==> src/hw/rtl/brle_pkg.sv <==
// shared types, codes and defaults for the byte run-length decoder
package brle_pkg;

  localparam int DEF_BYTES_PER_WORD = 8;
  localparam int DEF_COUNT_BITS     = 16;

  // physical lanes in the 64-bit output word
  localparam int WORD_LANES = 8;
  localparam int CAP_BITS   = 16;

  typedef enum logic [1:0] {
    STAT_OK       = 2'd0,
    STAT_ZERO     = 2'd1,
    STAT_TRUNC    = 2'd2,
    STAT_OVERFLOW = 2'd3
  } status_t;

  // controller to datapath
  typedef struct packed {
    logic take_byte;
    logic take_rep;
    logic emit_rep;
  } cmd_t;

  // datapath to controller
  typedef struct packed {
    logic phase_rep;
    logic rep_last;
    logic out_free;
  } stat_t;

endpackage

==> src/hw/rtl/brle_in_if.sv <==
// compressed byte channel
interface brle_in_if;
  logic       valid;
  logic       ready;
  logic [7:0] code_byte;
  logic       stream_end;

  modport source (output valid, output code_byte, output stream_end, input ready);
  modport sink (input valid, input code_byte, input stream_end, output ready);
endinterface

==> src/hw/rtl/brle_out_if.sv <==
// decoded word channel
interface brle_out_if;
  logic        valid;
  logic        ready;
  logic [63:0] data_word;
  logic [3:0]  byte_count;
  logic        item_done;
  logic        stream_done;
  logic [1:0]  status;
  logic [15:0] total_bytes;

  modport source (
    output valid, output data_word, output byte_count, output item_done,
    output stream_done, output status, output total_bytes, input ready
  );
  modport sink (
    input valid, input data_word, input byte_count, input item_done,
    input stream_done, input status, input total_bytes, output ready
  );
endinterface

==> src/hw/rtl/brle_ctrl.sv <==
// sequencing controller: takes bytes and walks repeat runs out word by word
module brle_ctrl (
  input  logic             clk,
  input  logic             rst,
  input  logic             in_valid,
  input  brle_pkg::stat_t  stat,
  output logic             in_ready,
  output brle_pkg::cmd_t   cmd
);
  import brle_pkg::*;

  typedef enum logic {S_IN, S_REP} state_t;

  state_t state;
  logic   take;

  always_comb begin
    in_ready      = (state == S_IN) && stat.out_free;
    take          = in_ready && in_valid;
    cmd.take_byte = take && !stat.phase_rep;
    cmd.take_rep  = take && stat.phase_rep;
    cmd.emit_rep  = (state == S_REP) && stat.out_free;
  end

  always_ff @(posedge clk) begin
    if (rst) begin
      state <= S_IN;
    end else begin
      unique case (state)
        S_IN: begin
          if (cmd.take_rep) state <= S_REP;
        end
        S_REP: begin
          if (cmd.emit_rep && stat.rep_last) state <= S_IN;
        end
        default: state <= S_IN;
      endcase
    end
  end

  a_rep_enter: assert property (@(posedge clk) disable iff (rst)
    cmd.take_rep |=> state == S_REP) else $error("repeat run not entered");
  a_rep_stall: assert property (@(posedge clk) disable iff (rst)
    state == S_REP |-> !in_ready) else $error("input taken during repeat run");
  a_one_cmd: assert property (@(posedge clk) disable iff (rst)
    !(take && cmd.emit_rep)) else $error("byte taken while a repeat word is emitted");

endmodule

==> src/hw/rtl/brle_dp.sv <==
// decoder datapath: stream state, capacity check, word packing, output register
module brle_dp #(
  parameter int BYTES_PER_WORD = brle_pkg::DEF_BYTES_PER_WORD,
  parameter int COUNT_BITS     = brle_pkg::DEF_COUNT_BITS
) (
  input  logic                          clk,
  input  logic                          rst,
  input  brle_pkg::cmd_t                cmd,
  output brle_pkg::stat_t               stat,
  input  logic [7:0]                    code_byte,
  input  logic                          stream_end,
  input  logic                          cfg_we,
  input  logic [brle_pkg::CAP_BITS-1:0] cfg_wdata,
  input  logic                          out_ready,
  output logic                          out_valid,
  output logic [63:0]                   out_data_word,
  output logic [3:0]                    out_byte_count,
  output logic                          out_item_done,
  output logic                          out_stream_done,
  output logic [1:0]                    out_status,
  output logic [15:0]                   out_total
);
  import brle_pkg::*;

  localparam int SUM_W = ((COUNT_BITS > CAP_BITS) ? COUNT_BITS : CAP_BITS) + 1;
  localparam logic [6:0] TAKE_MAX = 7'(BYTES_PER_WORD);

  typedef enum logic [1:0] {PH_CTRL, PH_LIT, PH_REP, PH_ERR} phase_t;

  // stream state
  phase_t                phase, phase_next;
  logic [6:0]            remaining, remaining_next;
  logic [COUNT_BITS-1:0] decoded_count, decoded_count_next;
  status_t               error_code, error_code_next;
  logic [CAP_BITS-1:0]   capacity;

  // repeat run under emission
  logic [7:0] rep_byte;
  logic [6:0] rep_left, rep_left_next;
  logic       rep_end;

  // next output word
  logic        load_out;
  logic [63:0] data_word_next;
  logic [3:0]  byte_count_next;
  logic        item_done_next;
  logic        stream_done_next;
  status_t     status_next;
  logic [15:0] total_next;

  status_t    err, err_now;
  logic [6:0] cnt, take, rem_dec;
  logic [SUM_W-1:0] run_sum;

  assign stat.out_free  = !out_valid || out_ready;
  assign stat.phase_rep = (phase == PH_REP);
  assign stat.rep_last  = (rep_left <= TAKE_MAX);

  always_comb begin
    phase_next         = phase;
    remaining_next     = remaining;
    decoded_count_next = decoded_count;
    error_code_next    = error_code;
    rep_left_next      = rep_left;
    load_out           = 1'b0;
    data_word_next     = '0;
    byte_count_next    = '0;
    item_done_next     = 1'b0;
    stream_done_next   = 1'b0;
    status_next        = STAT_OK;
    total_next         = '0;
    err                = STAT_OK;
    err_now            = STAT_OK;
    cnt                = code_byte[6:0];
    take               = (rep_left < TAKE_MAX) ? rep_left : TAKE_MAX;
    rem_dec            = remaining - 7'd1;
    run_sum            = SUM_W'(decoded_count) + SUM_W'(cnt);

    if (cmd.take_byte) begin
      unique case (phase)
        PH_CTRL: begin
          // zero count first, then truncation, then capacity
          if (cnt == 7'd0) begin
            err = STAT_ZERO;
          end else if (stream_end) begin
            err = STAT_TRUNC;
          end else if (run_sum > SUM_W'(capacity)) begin
            err = STAT_OVERFLOW;
          end else begin
            remaining_next = cnt;
            phase_next     = code_byte[7] ? PH_LIT : PH_REP;
          end
        end
        PH_LIT: begin
          load_out           = 1'b1;
          data_word_next     = 64'(code_byte);
          byte_count_next    = 4'd1;
          decoded_count_next = decoded_count + COUNT_BITS'(1);
          remaining_next     = rem_dec;
          if (rem_dec == 7'd0) begin
            phase_next = PH_CTRL;
          end else if (stream_end) begin
            err = STAT_TRUNC;
          end
        end
        PH_REP: begin
        end
        PH_ERR: begin
        end
        default: begin
        end
      endcase

      if (err != STAT_OK) begin
        error_code_next = err;
        phase_next      = PH_ERR;
        remaining_next  = '0;
      end
      err_now = (err != STAT_OK) ? err : error_code;

      if (stream_end) begin
        load_out           = 1'b1;
        stream_done_next   = 1'b1;
        status_next        = err_now;
        total_next         = (err_now == STAT_OK) ? 16'(decoded_count_next) : '0;
        phase_next         = PH_CTRL;
        remaining_next     = '0;
        decoded_count_next = '0;
        error_code_next    = STAT_OK;
      end
      item_done_next = load_out;
    end

    if (cmd.take_rep) begin
      decoded_count_next = decoded_count + COUNT_BITS'(remaining);
      remaining_next     = '0;
      phase_next         = PH_CTRL;
      rep_left_next      = remaining;
    end

    if (cmd.emit_rep) begin
      load_out        = 1'b1;
      byte_count_next = 4'(take);
      rep_left_next   = rep_left - take;
      for (int k = 0; k < WORD_LANES; k++) begin
        if (k < BYTES_PER_WORD && 7'(k) < take) data_word_next[8*k +: 8] = rep_byte;
      end
      if (stat.rep_last) begin
        item_done_next = 1'b1;
        if (rep_end) begin
          // count was settled when the run was taken
          stream_done_next   = 1'b1;
          total_next         = 16'(decoded_count);
          phase_next         = PH_CTRL;
          remaining_next     = '0;
          decoded_count_next = '0;
          error_code_next    = STAT_OK;
        end
      end
    end
  end

  always_ff @(posedge clk) begin
    if (rst) begin
      phase         <= PH_CTRL;
      remaining     <= '0;
      decoded_count <= '0;
      error_code    <= STAT_OK;
      capacity      <= '1;
      out_valid     <= 1'b0;
    end else begin
      phase         <= phase_next;
      remaining     <= remaining_next;
      decoded_count <= decoded_count_next;
      error_code    <= error_code_next;
      if (cfg_we) capacity <= cfg_wdata;
      if (load_out) begin
        out_valid <= 1'b1;
      end else if (out_ready) begin
        out_valid <= 1'b0;
      end
    end
  end

  always_ff @(posedge clk) begin
    rep_left <= rep_left_next;
    if (cmd.take_rep) begin
      rep_byte <= code_byte;
      rep_end  <= stream_end;
    end
    if (load_out) begin
      out_data_word   <= data_word_next;
      out_byte_count  <= byte_count_next;
      out_item_done   <= item_done_next;
      out_stream_done <= stream_done_next;
      out_status      <= status_next;
      out_total       <= total_next;
    end
  end

  a_count_range: assert property (@(posedge clk) disable iff (rst)
    out_valid |-> out_byte_count <= 4'(BYTES_PER_WORD))
    else $error("word carries more bytes than a word holds");
  a_status_end: assert property (@(posedge clk) disable iff (rst)
    out_valid && !out_stream_done |-> out_status == STAT_OK && out_total == '0)
    else $error("status or total on a word that does not end the stream");
  a_end_item: assert property (@(posedge clk) disable iff (rst)
    out_valid && out_stream_done |-> out_item_done)
    else $error("stream end word not marked as last of its byte");
  a_err_phase: assert property (@(posedge clk) disable iff (rst)
    phase == PH_ERR |-> remaining == '0 && error_code != STAT_OK)
    else $error("error phase without a recorded error");

endmodule

==> src/hw/rtl/byte_rle_decoder.sv <==
// top level of the byte run-length decoder
//
//   channel  dir  payload                                           handshake
//   code     in   code_byte, stream_end                             valid/ready
//   words    out  data_word, byte_count, item_done, stream_done,    valid/ready
//                 status, total_bytes
//   cfg      in   cfg_wdata (out_capacity)                          cfg_we
//
// control and literal bytes go straight in; a repeat run leaves in words of up to
// BYTES_PER_WORD bytes, one word per cycle while the output is free, input held off
// a word leaves through one output register; a stalled word only blocks new input
// when the register is still full at the next edge
// rst is synchronous and clears stream state; out_capacity returns to 65535
module byte_rle_decoder #(
  parameter int BYTES_PER_WORD = brle_pkg::DEF_BYTES_PER_WORD,
  parameter int COUNT_BITS     = brle_pkg::DEF_COUNT_BITS
) (
  input  logic                          clk,
  input  logic                          rst,
  brle_in_if.sink                       code,
  brle_out_if.source                    words,
  input  logic                          cfg_we,
  input  logic [brle_pkg::CAP_BITS-1:0] cfg_wdata
);
  import brle_pkg::*;

  cmd_t  cmd;
  stat_t stat;
  logic  in_ready;

  assign code.ready = in_ready;

  brle_ctrl u_ctrl (
    .clk      (clk),
    .rst      (rst),
    .in_valid (code.valid),
    .stat     (stat),
    .in_ready (in_ready),
    .cmd      (cmd)
  );

  brle_dp #(
    .BYTES_PER_WORD (BYTES_PER_WORD),
    .COUNT_BITS     (COUNT_BITS)
  ) u_dp (
    .clk             (clk),
    .rst             (rst),
    .cmd             (cmd),
    .stat            (stat),
    .code_byte       (code.code_byte),
    .stream_end      (code.stream_end),
    .cfg_we          (cfg_we),
    .cfg_wdata       (cfg_wdata),
    .out_ready       (words.ready),
    .out_valid       (words.valid),
    .out_data_word   (words.data_word),
    .out_byte_count  (words.byte_count),
    .out_item_done   (words.item_done),
    .out_stream_done (words.stream_done),
    .out_status      (words.status),
    .out_total       (words.total_bytes)
  );

endmodule
==> src/flat_wrapper.sv <==
// flat-port wrapper written by rule: the top's interface ports become plain ports
module byte_rle_decoder_flat import brle_pkg::*;
#(
  parameter int BYTES_PER_WORD = brle_pkg::DEF_BYTES_PER_WORD,
  parameter int COUNT_BITS     = brle_pkg::DEF_COUNT_BITS
)
  (clk, rst, cfg_we, cfg_wdata, code_valid, code_code_byte, code_stream_end, code_ready, words_valid, words_data_word, words_byte_count, words_item_done, words_stream_done, words_status, words_total_bytes, words_ready);
  brle_in_if code_i ();
  brle_out_if words_i ();
  input  logic clk;
  input  logic rst;
  input  logic cfg_we;
  input  logic [brle_pkg::CAP_BITS-1:0] cfg_wdata;
  input wire logic [$bits(code_i.valid)-1:0] code_valid;
  input wire logic [$bits(code_i.code_byte)-1:0] code_code_byte;
  input wire logic [$bits(code_i.stream_end)-1:0] code_stream_end;
  output wire logic [$bits(code_i.ready)-1:0] code_ready;
  output wire logic [$bits(words_i.valid)-1:0] words_valid;
  output wire logic [$bits(words_i.data_word)-1:0] words_data_word;
  output wire logic [$bits(words_i.byte_count)-1:0] words_byte_count;
  output wire logic [$bits(words_i.item_done)-1:0] words_item_done;
  output wire logic [$bits(words_i.stream_done)-1:0] words_stream_done;
  output wire logic [$bits(words_i.status)-1:0] words_status;
  output wire logic [$bits(words_i.total_bytes)-1:0] words_total_bytes;
  input wire logic [$bits(words_i.ready)-1:0] words_ready;
  assign code_i.valid = code_valid;
  assign code_i.code_byte = code_code_byte;
  assign code_i.stream_end = code_stream_end;
  assign code_ready = code_i.ready;
  assign words_valid = words_i.valid;
  assign words_data_word = words_i.data_word;
  assign words_byte_count = words_i.byte_count;
  assign words_item_done = words_i.item_done;
  assign words_stream_done = words_i.stream_done;
  assign words_status = words_i.status;
  assign words_total_bytes = words_i.total_bytes;
  assign words_i.ready = words_ready;
  byte_rle_decoder #(.BYTES_PER_WORD(BYTES_PER_WORD), .COUNT_BITS(COUNT_BITS)) u_core (.clk(clk), .rst(rst), .code(code_i), .words(words_i), .cfg_we(cfg_we), .cfg_wdata(cfg_wdata));
endmodule
==> config.mk <==
export PLATFORM = sky130hd
export DESIGN_NAME = byte_rle_decoder_flat
export DESIGN_NICKNAME = d
export VERILOG_FILES = /design/src/hw/rtl/brle_pkg.sv /design/src/hw/rtl/brle_in_if.sv /design/src/hw/rtl/brle_out_if.sv /design/src/hw/rtl/brle_ctrl.sv /design/src/hw/rtl/brle_dp.sv /design/src/hw/rtl/byte_rle_decoder.sv /design/src/flat_wrapper.sv
export SDC_FILE = /design/constraint.sdc
export NUM_CORES = 1
export LEC_CHECK = 0
export BUFFER_PORTS_ARGS = -buffer_cell sky130_fd_sc_hd__buf_4
export CAP_MARGIN = 10
export CORE_MARGIN = 5
export CORE_UTILIZATION = 57
export CTS_BUF_LIST = sky130_fd_sc_hd__clkbuf_4 sky130_fd_sc_hd__clkbuf_8
export CTS_CLUSTER_DIAMETER = 60
export DETAILED_ROUTE_END_ITERATION = 7
export PLACE_DENSITY_LB_ADDON = 0.15
export SETUP_SLACK_MARGIN = 0.15
export SKIP_CTS_REPAIR_TIMING = 1
export SLEW_MARGIN = 0
export SYNTH_ARGS = -nofsm -noshare
export SYNTH_HDL_FRONTEND = slang
export SYNTH_SLANG_ARGS = --single-unit
export TNS_END_PERCENT = 100
==> constraint.sdc <==
create_clock -name clk -period 8.2 [get_ports clk]
set_input_delay 2.05 -clock clk [delete_from_list [all_inputs] [get_ports clk]]
set_output_delay 2.05 -clock clk [all_outputs]
set_load 0.01 [all_outputs]
==> flow_summary.ini, run 1 <==
[outcome]
status = finished clean

[setup_path]
crit_type = in2reg
crit_start = code_code_byte[1]
reg2regPathDepth = 17
cp-endpoint = u_core.u_dp.out_total[11]
reg2reg_to = u_core.u_dp.out_total[11]
critPathArrivalTime_ps = 6410
crit_path_cell_trace = buf_4 -> ha_1 -> a21o_1 -> a21oi_1 -> o21bai_1 -> a21oi_1 -> o21ai_0 -> nand2b_1 -> xnor2_1 -> ha_1 -> nand4_1 -> nor3_1 -> a211oi_1 -> a31oi_1 -> o21ai_1 -> nand2_2 -> o31ai_1
critical_path_buf_inv_count = 1
slowest_delay_ps = 900
path_delay_family = compound AO/OA/AOI/OAI gates
cp.required_ps = 8470
cp.depth = 17
cp_slowest_cell = o21ai_1
crit_path_end_kind = register
r2r_start = u_core.u_dp.decoded_count[0]
cp-start-kind = primary input
regToRegSetupSlack_ps = 3140
cp_max_fo = 12

[floorplan]
dieArea_mm2 = 0.01679
start_util_pct = 58.48
fp-row-count = 43
die_h_um = 129.6
ios = 120
core_area_mm2 = 0.01393
die_w_um = 129.6

[yosys]
seq_area_frac_synth_pct = 49.38
yosysWarnings = 0
synth_largest_area_cell = edfxtp_1
syn_avg_cell_area_um2 = 9.962
yosys.cell_types.count = 73
synth_commonest_cells = 104 x edfxtp_1, 70 x nand2_1, 60 x a21oi_1, 58 x nor2_1, 53 x o21ai_0
synth_enable_flop_cells = 104
ys_ff_latch = 149
synth_most_common_cell = edfxtp_1
yosysTopAreaCellShare_pct = 38.32
syn_inst = 818
synth.net_count = 884
netlist_area_mm2 = 0.008149
netlist_top_cells_area = edfxtp_1 38%, dfxtp_1 11%, ha_1 5.2%
synth-main-ff-cell = edfxtp_1
synthArstFlopShare_pct = 0

[hold_path]
holdCritPathClass = reg2reg

[global_routing]
grt_usage_pct = 26.05
antenna_found_initial = 0
grt_max_degree = 89
grt_pass1_vias = 6607
grt_pass1_wl_mm = 34.33
grt_overflow = 0

[placed_design]
gp_congestion = 0.9084
port_buffers = 119
dpl.hpwl_mm = 15.60

[cts]
cts.htree.levels = 4
cts.sinks = 149
cts.clk_slew.worst_paths_ps = 90
root_buffer = clkbuf_8
clk_path_buf_depth = 2
cts_buffers = 17
clkLatencyLatePin_ps = 460
cts_tree = done

[power_and_ir_drop]
seqPwrFrac_pct = 50.7
p_sw_share_pct = 29.32
p_leak_nw = 3.784
netSwitchingPower_w = 0.0005307
power_w = 0.001810
comb_power_share_pct = 17.5
clockPowerShare_pct = 31.8
peakVddDrop_v = 0.00009723
p_int_w = 0.001279
power_density_mw_per_mm2 = 190.5

[detailed_routing]
drt.antenna.violating_nets = 0
drc_errors = 0
drt-pass1-iter-count = 5
wl_mm = 21.76
vias = 6852
drtIter0Drc = 551
wl_per_cell_um = 19.64
via_per_inst = 6.184

[cells_and_area]
drive_above_1_share_pct = 19.40
syn_to_final_growth_pct = 16.60
num_antenna_cells = 0
layout.nets = 981

[timing]
finalHoldViolations = 0
min_period_ps = 6138
tightest_slew_ps = 1163
maxSlewViolCount = 0
fin_tns_setup_ps = 0
slew_headroom_pct = 22.46
rsz0062_at_grt = no
period_share_pct = 74.85
max_freq_ghz = 0.1629
finalClockSkew_ps = 14.86
setup_viol = 0

[flow_run]
cap_violations = 0
==> registers in the layout, indices dropped and copies added (netlist names) <==
name,flops
u_core.u_dp.capacity,16
u_core.u_dp.remaining,7
u_core.u_dp.out_stream_done,1
u_core.u_dp.out_status,2
u_core.u_dp.error_code,2
u_core.u_dp.out_data_word,64
u_core.u_dp.out_item_done,1
u_core.u_dp.rep_byte,8
u_core.u_dp.rep_left,7
u_core.u_dp.out_byte_count,4
u_core.u_dp.decoded_count,16
u_core.u_dp.out_total,16
u_core.u_dp.rep_end,1
u_core.u_dp.out_valid,1
u_core.u_dp.phase,2
u_core.u_ctrl.state,1
==> tightest hold or removal path, delay by kind of cell, from the launching register on <==
kind                   cells  cell delay [ps]
buffers and inverters      1               70
DFF                        1              300
AOI/OAI and AO/OA          1               80
==> placed cells by master (no fill, tap or decap), types with 5 or more instances in the layout <==
| master | n |
|---|---|
| a31oi_1 | 15 |
| nand2b_1 | 11 |
| dfxtp_1 | 45 |
| a221oi_1 | 6 |
| nand4_1 | 7 |
| inv_1 | 29 |
| and3_1 | 17 |
| nand2_1 | 69 |
| edfxtp_1 | 104 |
| ha_1 | 34 |
| a22oi_1 | 5 |
| nor3_1 | 23 |
| a22o_1 | 9 |
| xor2_1 | 7 |
| o211ai_1 | 18 |
| nor2_1 | 58 |
| nand3_1 | 23 |
| or2_2 | 5 |
| o21ai_0 | 53 |
| o31ai_1 | 11 |
| nor2b_1 | 19 |
| xnor2_1 | 22 |
| a211oi_1 | 8 |
| buf_4 | 123 |
| clkbuf_8 | 17 |
| a21oi_1 | 60 |
| and2_1 | 35 |
| nor4_1 | 5 |
==> final cells by class <==
class / instances / area (µm²)
clock buffer: 17 / 234.0
clock inverter: 15 / 156.4
tap: 180 / 225.2
fill: 1108 / 4433
inverter: 31 / 116.4
sequential: 149 / 4024
timing repair buffer: 123 / 923.4
multi-input combinational: 593 / 3822
==> cell families after synthesis <==
group                      share of synthesized area [%]
adders and majority gates                          5.712
muxes                                             0.2457
xor gates and xnor gates                           3.117
buffers and inverters                              3.808
other                                            0.04602
AOI/OAI and AO/OA                                  18.04
DFF                                                49.38
and+or+nand+nor                                    19.65
==> metal layers <==
metal | vias up | track usage (%) | share of wire (%)
li1 | 3208 | - | -
met1 | 3334 | 31.93 | 39
met2 | 271 | 45.71 | 52
met3 | 39 | 4.699 | 6.3
met4 | 0 | 10.02 | 2.5
met5 | - | 0 | 0
==> through the flow <==
stage	worst slack, ps	instance area, µm²	instances	hold slack [ps]	utilization, %
after floorplan	2854	8149	818	448.4	-
after global placement	1934	9111	1076	481.4	65.39
after detailed placement	1622	9111	1076	483.3	65.39
after CTS	2140	9502	1108	495.1	68.19
after global routing	1649	9502	1108	517.9	68.19
final	2062	9502	1108	494.7	68.19
==> power by group through the flow <==
stage                     Clock (W)  Sequential (W)  Combinational, W
final                      0.000575        0.000918          0.000316
after global routing       0.000608        0.000925          0.000346
after CTS                  0.000577        0.000918          0.000316
after detailed placement          0        0.000935          0.000315
after global placement            0        0.000932          0.000307
after floorplan                   0        0.000944          0.000172
==> worst min path at each step <==
| stage | depth (start not counted) | endpoint | slack (ps) | from |
|---|---|---|---|---|
| after global routing | 2 | u_core.u_dp.capacity[6] | 520 | u_core.u_dp.capacity[6] |
| after detailed placement | 2 | u_core.u_dp.capacity[6] | 480 | u_core.u_dp.capacity[6] |
| after CTS | 2 | u_core.u_dp.capacity[2] | 500 | u_core.u_dp.capacity[2] |
| final | 2 | u_core.u_dp.capacity[6] | 490 | u_core.u_dp.capacity[6] |
| after floorplan | 2 | u_core.u_dp.capacity[0] | 450 | u_core.u_dp.capacity[0] |
| after global placement | 2 | u_core.u_dp.capacity[1] | 480 | u_core.u_dp.capacity[1] |
No activity file was read; power rests on OpenSTA's default activity.
==> run 2: changes to the inputs <==
--- a/config.mk
+++ b/config.mk
@@ -5,10 +5,11 @@
 export SDC_FILE = /design/constraint.sdc
 export NUM_CORES = 1
 export LEC_CHECK = 0
+export ABC_AREA = 1
 export BUFFER_PORTS_ARGS = -buffer_cell sky130_fd_sc_hd__buf_4
 export CAP_MARGIN = 10
 export CORE_MARGIN = 5
-export CORE_UTILIZATION = 57
+export CORE_UTILIZATION = 54
 export CTS_BUF_LIST = sky130_fd_sc_hd__clkbuf_4 sky130_fd_sc_hd__clkbuf_8
 export CTS_CLUSTER_DIAMETER = 60
 export DETAILED_ROUTE_END_ITERATION = 7
==> constraint.sdc (replaced) <==
create_clock -name clk -period 5.05 [get_ports clk]
set_input_delay 1.2625 -clock clk [delete_from_list [all_inputs] [get_ports clk]]
set_output_delay 1.2625 -clock clk [all_outputs]
set_load 0.01 [all_outputs]
==> run 2 against run 1 <==
Net effect:
- core utilization is 2.5 points lower
- count of clock-buffer cells in the layout is 1 higher
- global-route usage is 2.9 points lower
- first-iteration DRC count is 17% lower
- cell area is 0.16% higher
- sequential cell count stayed put
- die area is 2.8% higher
- clock power is 74% higher
- critical path depth is 7 higher
- power is 87% higher
==> flow_summary.ini, run 2 <==
[outcome]
status = finished clean

[detailed_routing]
wl_mm = 20.16
drc_errors = 0
drtIter0Drc = 460
wl_per_cell_um = 16.97
top_layer = met4
wl_met2_mm = 9.956
m1WireLength_mm = 8.527
drt-pass1-iter-count = 5
drt.antenna.violating_nets = 0
via_per_inst = 5.495
vias = 6528
met3_length_mm = 1.224

[placed_design]
dpl.hpwl_mm = 15.00
port_buffers = 119
gp_congestion = 0.9010

[cells_and_area]
syn_to_final_growth_pct = 19.63
fin_util_pct = 65.73
final_common_cell = nand2_1
drive_above_1_share_pct = 21.71
layout.nets = 1057
layout_common_cells = 154 x nand2_1, 129 x buf_4, 104 x edfxtp_1, 97 x inv_1, 95 x nor2_1
largest_reg_flops = 64
num_antenna_cells = 0
top_register = u_core.u_dp.out_data_word

[power_and_ir_drop]
comb_power_share_pct = 23.7
seqPwrFrac_pct = 46.8
p_sw_share_pct = 31.87
peakVddDrop_v = 0.0001656
p_leak_nw = 4.123
power_density_mw_per_mm2 = 355.7
netSwitchingPower_w = 0.001079
power_w = 0.003385
clockPowerShare_pct = 29.5
p_int_w = 0.002306

[global_routing]
grt_pass1_wl_mm = 32.49
grt_pass1_vias = 6377
grt_usage_pct = 23.14
grt_overflow = 0
antenna_found_initial = 0
grt_max_degree = 38

[floorplan]
die_h_um = 131.4
core_area_mm2 = 0.01448
start_util_pct = 54.94
fp-row-count = 44
die_w_um = 131.4
ios = 120
dieArea_mm2 = 0.01726

[yosys]
synthArstFlopShare_pct = 0
syn_inst = 864
synth.net_count = 930
yosysTopAreaCellShare_pct = 39.26
netlist_area_mm2 = 0.007955
yosysWarnings = 0
ys_ff_latch = 149
syn_avg_cell_area_um2 = 9.207
synth_commonest_cells = 155 x nand2_1, 104 x edfxtp_1, 97 x inv_1, 95 x nor2_1, 63 x a21oi_1
netlist_top_cells_area = edfxtp_1 39%, dfxtp_1 11%, nand2_1 7.3%
synth_largest_area_cell = edfxtp_1
synth-main-ff-cell = edfxtp_1
seq_area_frac_synth_pct = 50.58
synth_most_common_cell = nand2_1
yosys.cell_types.count = 55
synth_enable_flop_cells = 104

[setup_path]
crit_path_end_kind = register
crit_type = in2reg
regToRegSetupSlack_ps = 970
reg2regPathDepth = 23
cp_max_fo = 14
cp-start-kind = primary input
r2r_start = u_core.u_dp.decoded_count[0]
cp.required_ps = 5350
crit_start = code_code_byte[0]
critPathArrivalTime_ps = 4720

[timing]
min_period_ps = 4418
setup_viol = 0
maxSlewViolCount = 0
period_share_pct = 87.48
slew_headroom_pct = 32.20
fin_tns_setup_ps = 0
finalHoldViolations = 0
rsz0062_at_grt = no
tightest_slew_ps = 1004
max_freq_ghz = 0.2264
finalClockSkew_ps = 10.09

[cts]
clkLatencyLatePin_ps = 460
cts.clk_slew.worst_paths_ps = 80
clk_path_buf_depth = 2
cts_tree = done
root_buffer = clkbuf_8
cts_buffers = 17
cts.sinks = 149
cts.htree.levels = 4

[hold_path]
min-delay-start = u_core.u_dp.capacity[5]
holdCritPathClass = reg2reg
min_path_cells = 2

[flow_run]
cap_violations = 0
-- run 2: power by group through the flow --
stage          registers, W  clock network, W  logic [W]
6_report            0.00158          0.000999   0.000803
5_1_grt             0.00160           0.00107   0.000887
4_1_cts             0.00158           0.00102   0.000808
3_5_place_dp        0.00161                 0   0.000805
3_3_place_gp        0.00161                 0   0.000792
2_1_floorplan       0.00163                 0   0.000444
-- run 2: cells by family after synthesis --
family,Yosys count,synth area share [%]
AOI/OAI and AO/OA,182,14.22
xor gates and xnor gates,38,4.184
adders and majority gates,36,5.851
buffers and inverters,127,6.370
DFF,149,50.58
other,1,0.04714
and+or+nand+nor,331,18.75
-- run 2: layout make-up --
cell class,count,area [µm²]
Clock buffer,18,241.5
Multi-Input combinational cell,588,3432
Tap cell,184,230.2
Fill cell,1219,4962
Clock inverter,14,190.2
Inverter,104,390.4
Sequential cell,149,4024
Timing Repair Buffer,131,1008
-- run 2: per-layer routing --
metal / global-route usage [%] / up-vias
li1: - / 3204
met1: 28.94 / 3046
met2: 39.98 / 245
met3: 4.855 / 33
met4: 7.886 / 0
met5: 0 / -
-- run 2: stage by stage --
step	area [µm²]	hold WS (ps)	instances	setup slack (ps)
6_report	9517	475.6	1188	632.3
4_1_cts	9517	479.4	1188	665.3
3_3_place_gp	9085	462.3	1156	318.2
2_1_floorplan	7955	441.6	864	482.9
3_5_place_dp	9085	464.4	1156	212.3
5_1_grt	9517	507.3	1188	397.3
-- run 2: final timing paths --
| check | to |
|---|---|
| setup / recovery | u_core.u_dp.out_total[1] |
| hold / removal | u_core.u_dp.capacity[5] |
| setup reg to reg | u_core.u_dp.out_total[1] |
| hold reg to reg | u_core.u_dp.capacity[5] |
-- run 2: critical path, cell delays in order --
cell and delay, ps:
buf_4 120, ha_1 170, inv_1 60, fa_1 410, o21ai_2 230, a21oi_4 100
o21ai_4 200, nand2_1 90, xor2_1 150, ha_1 300, a21oi_1 160, nor2_1 50
nor3b_1 180, nand2_1 80, nand2_1 50, nand2_1 40, nand2_1 70, nand2_2 60
nand2_4 160, nand2_4 100, nand2_4 140, nand4_1 190, buf_4 230, o22ai_2 110
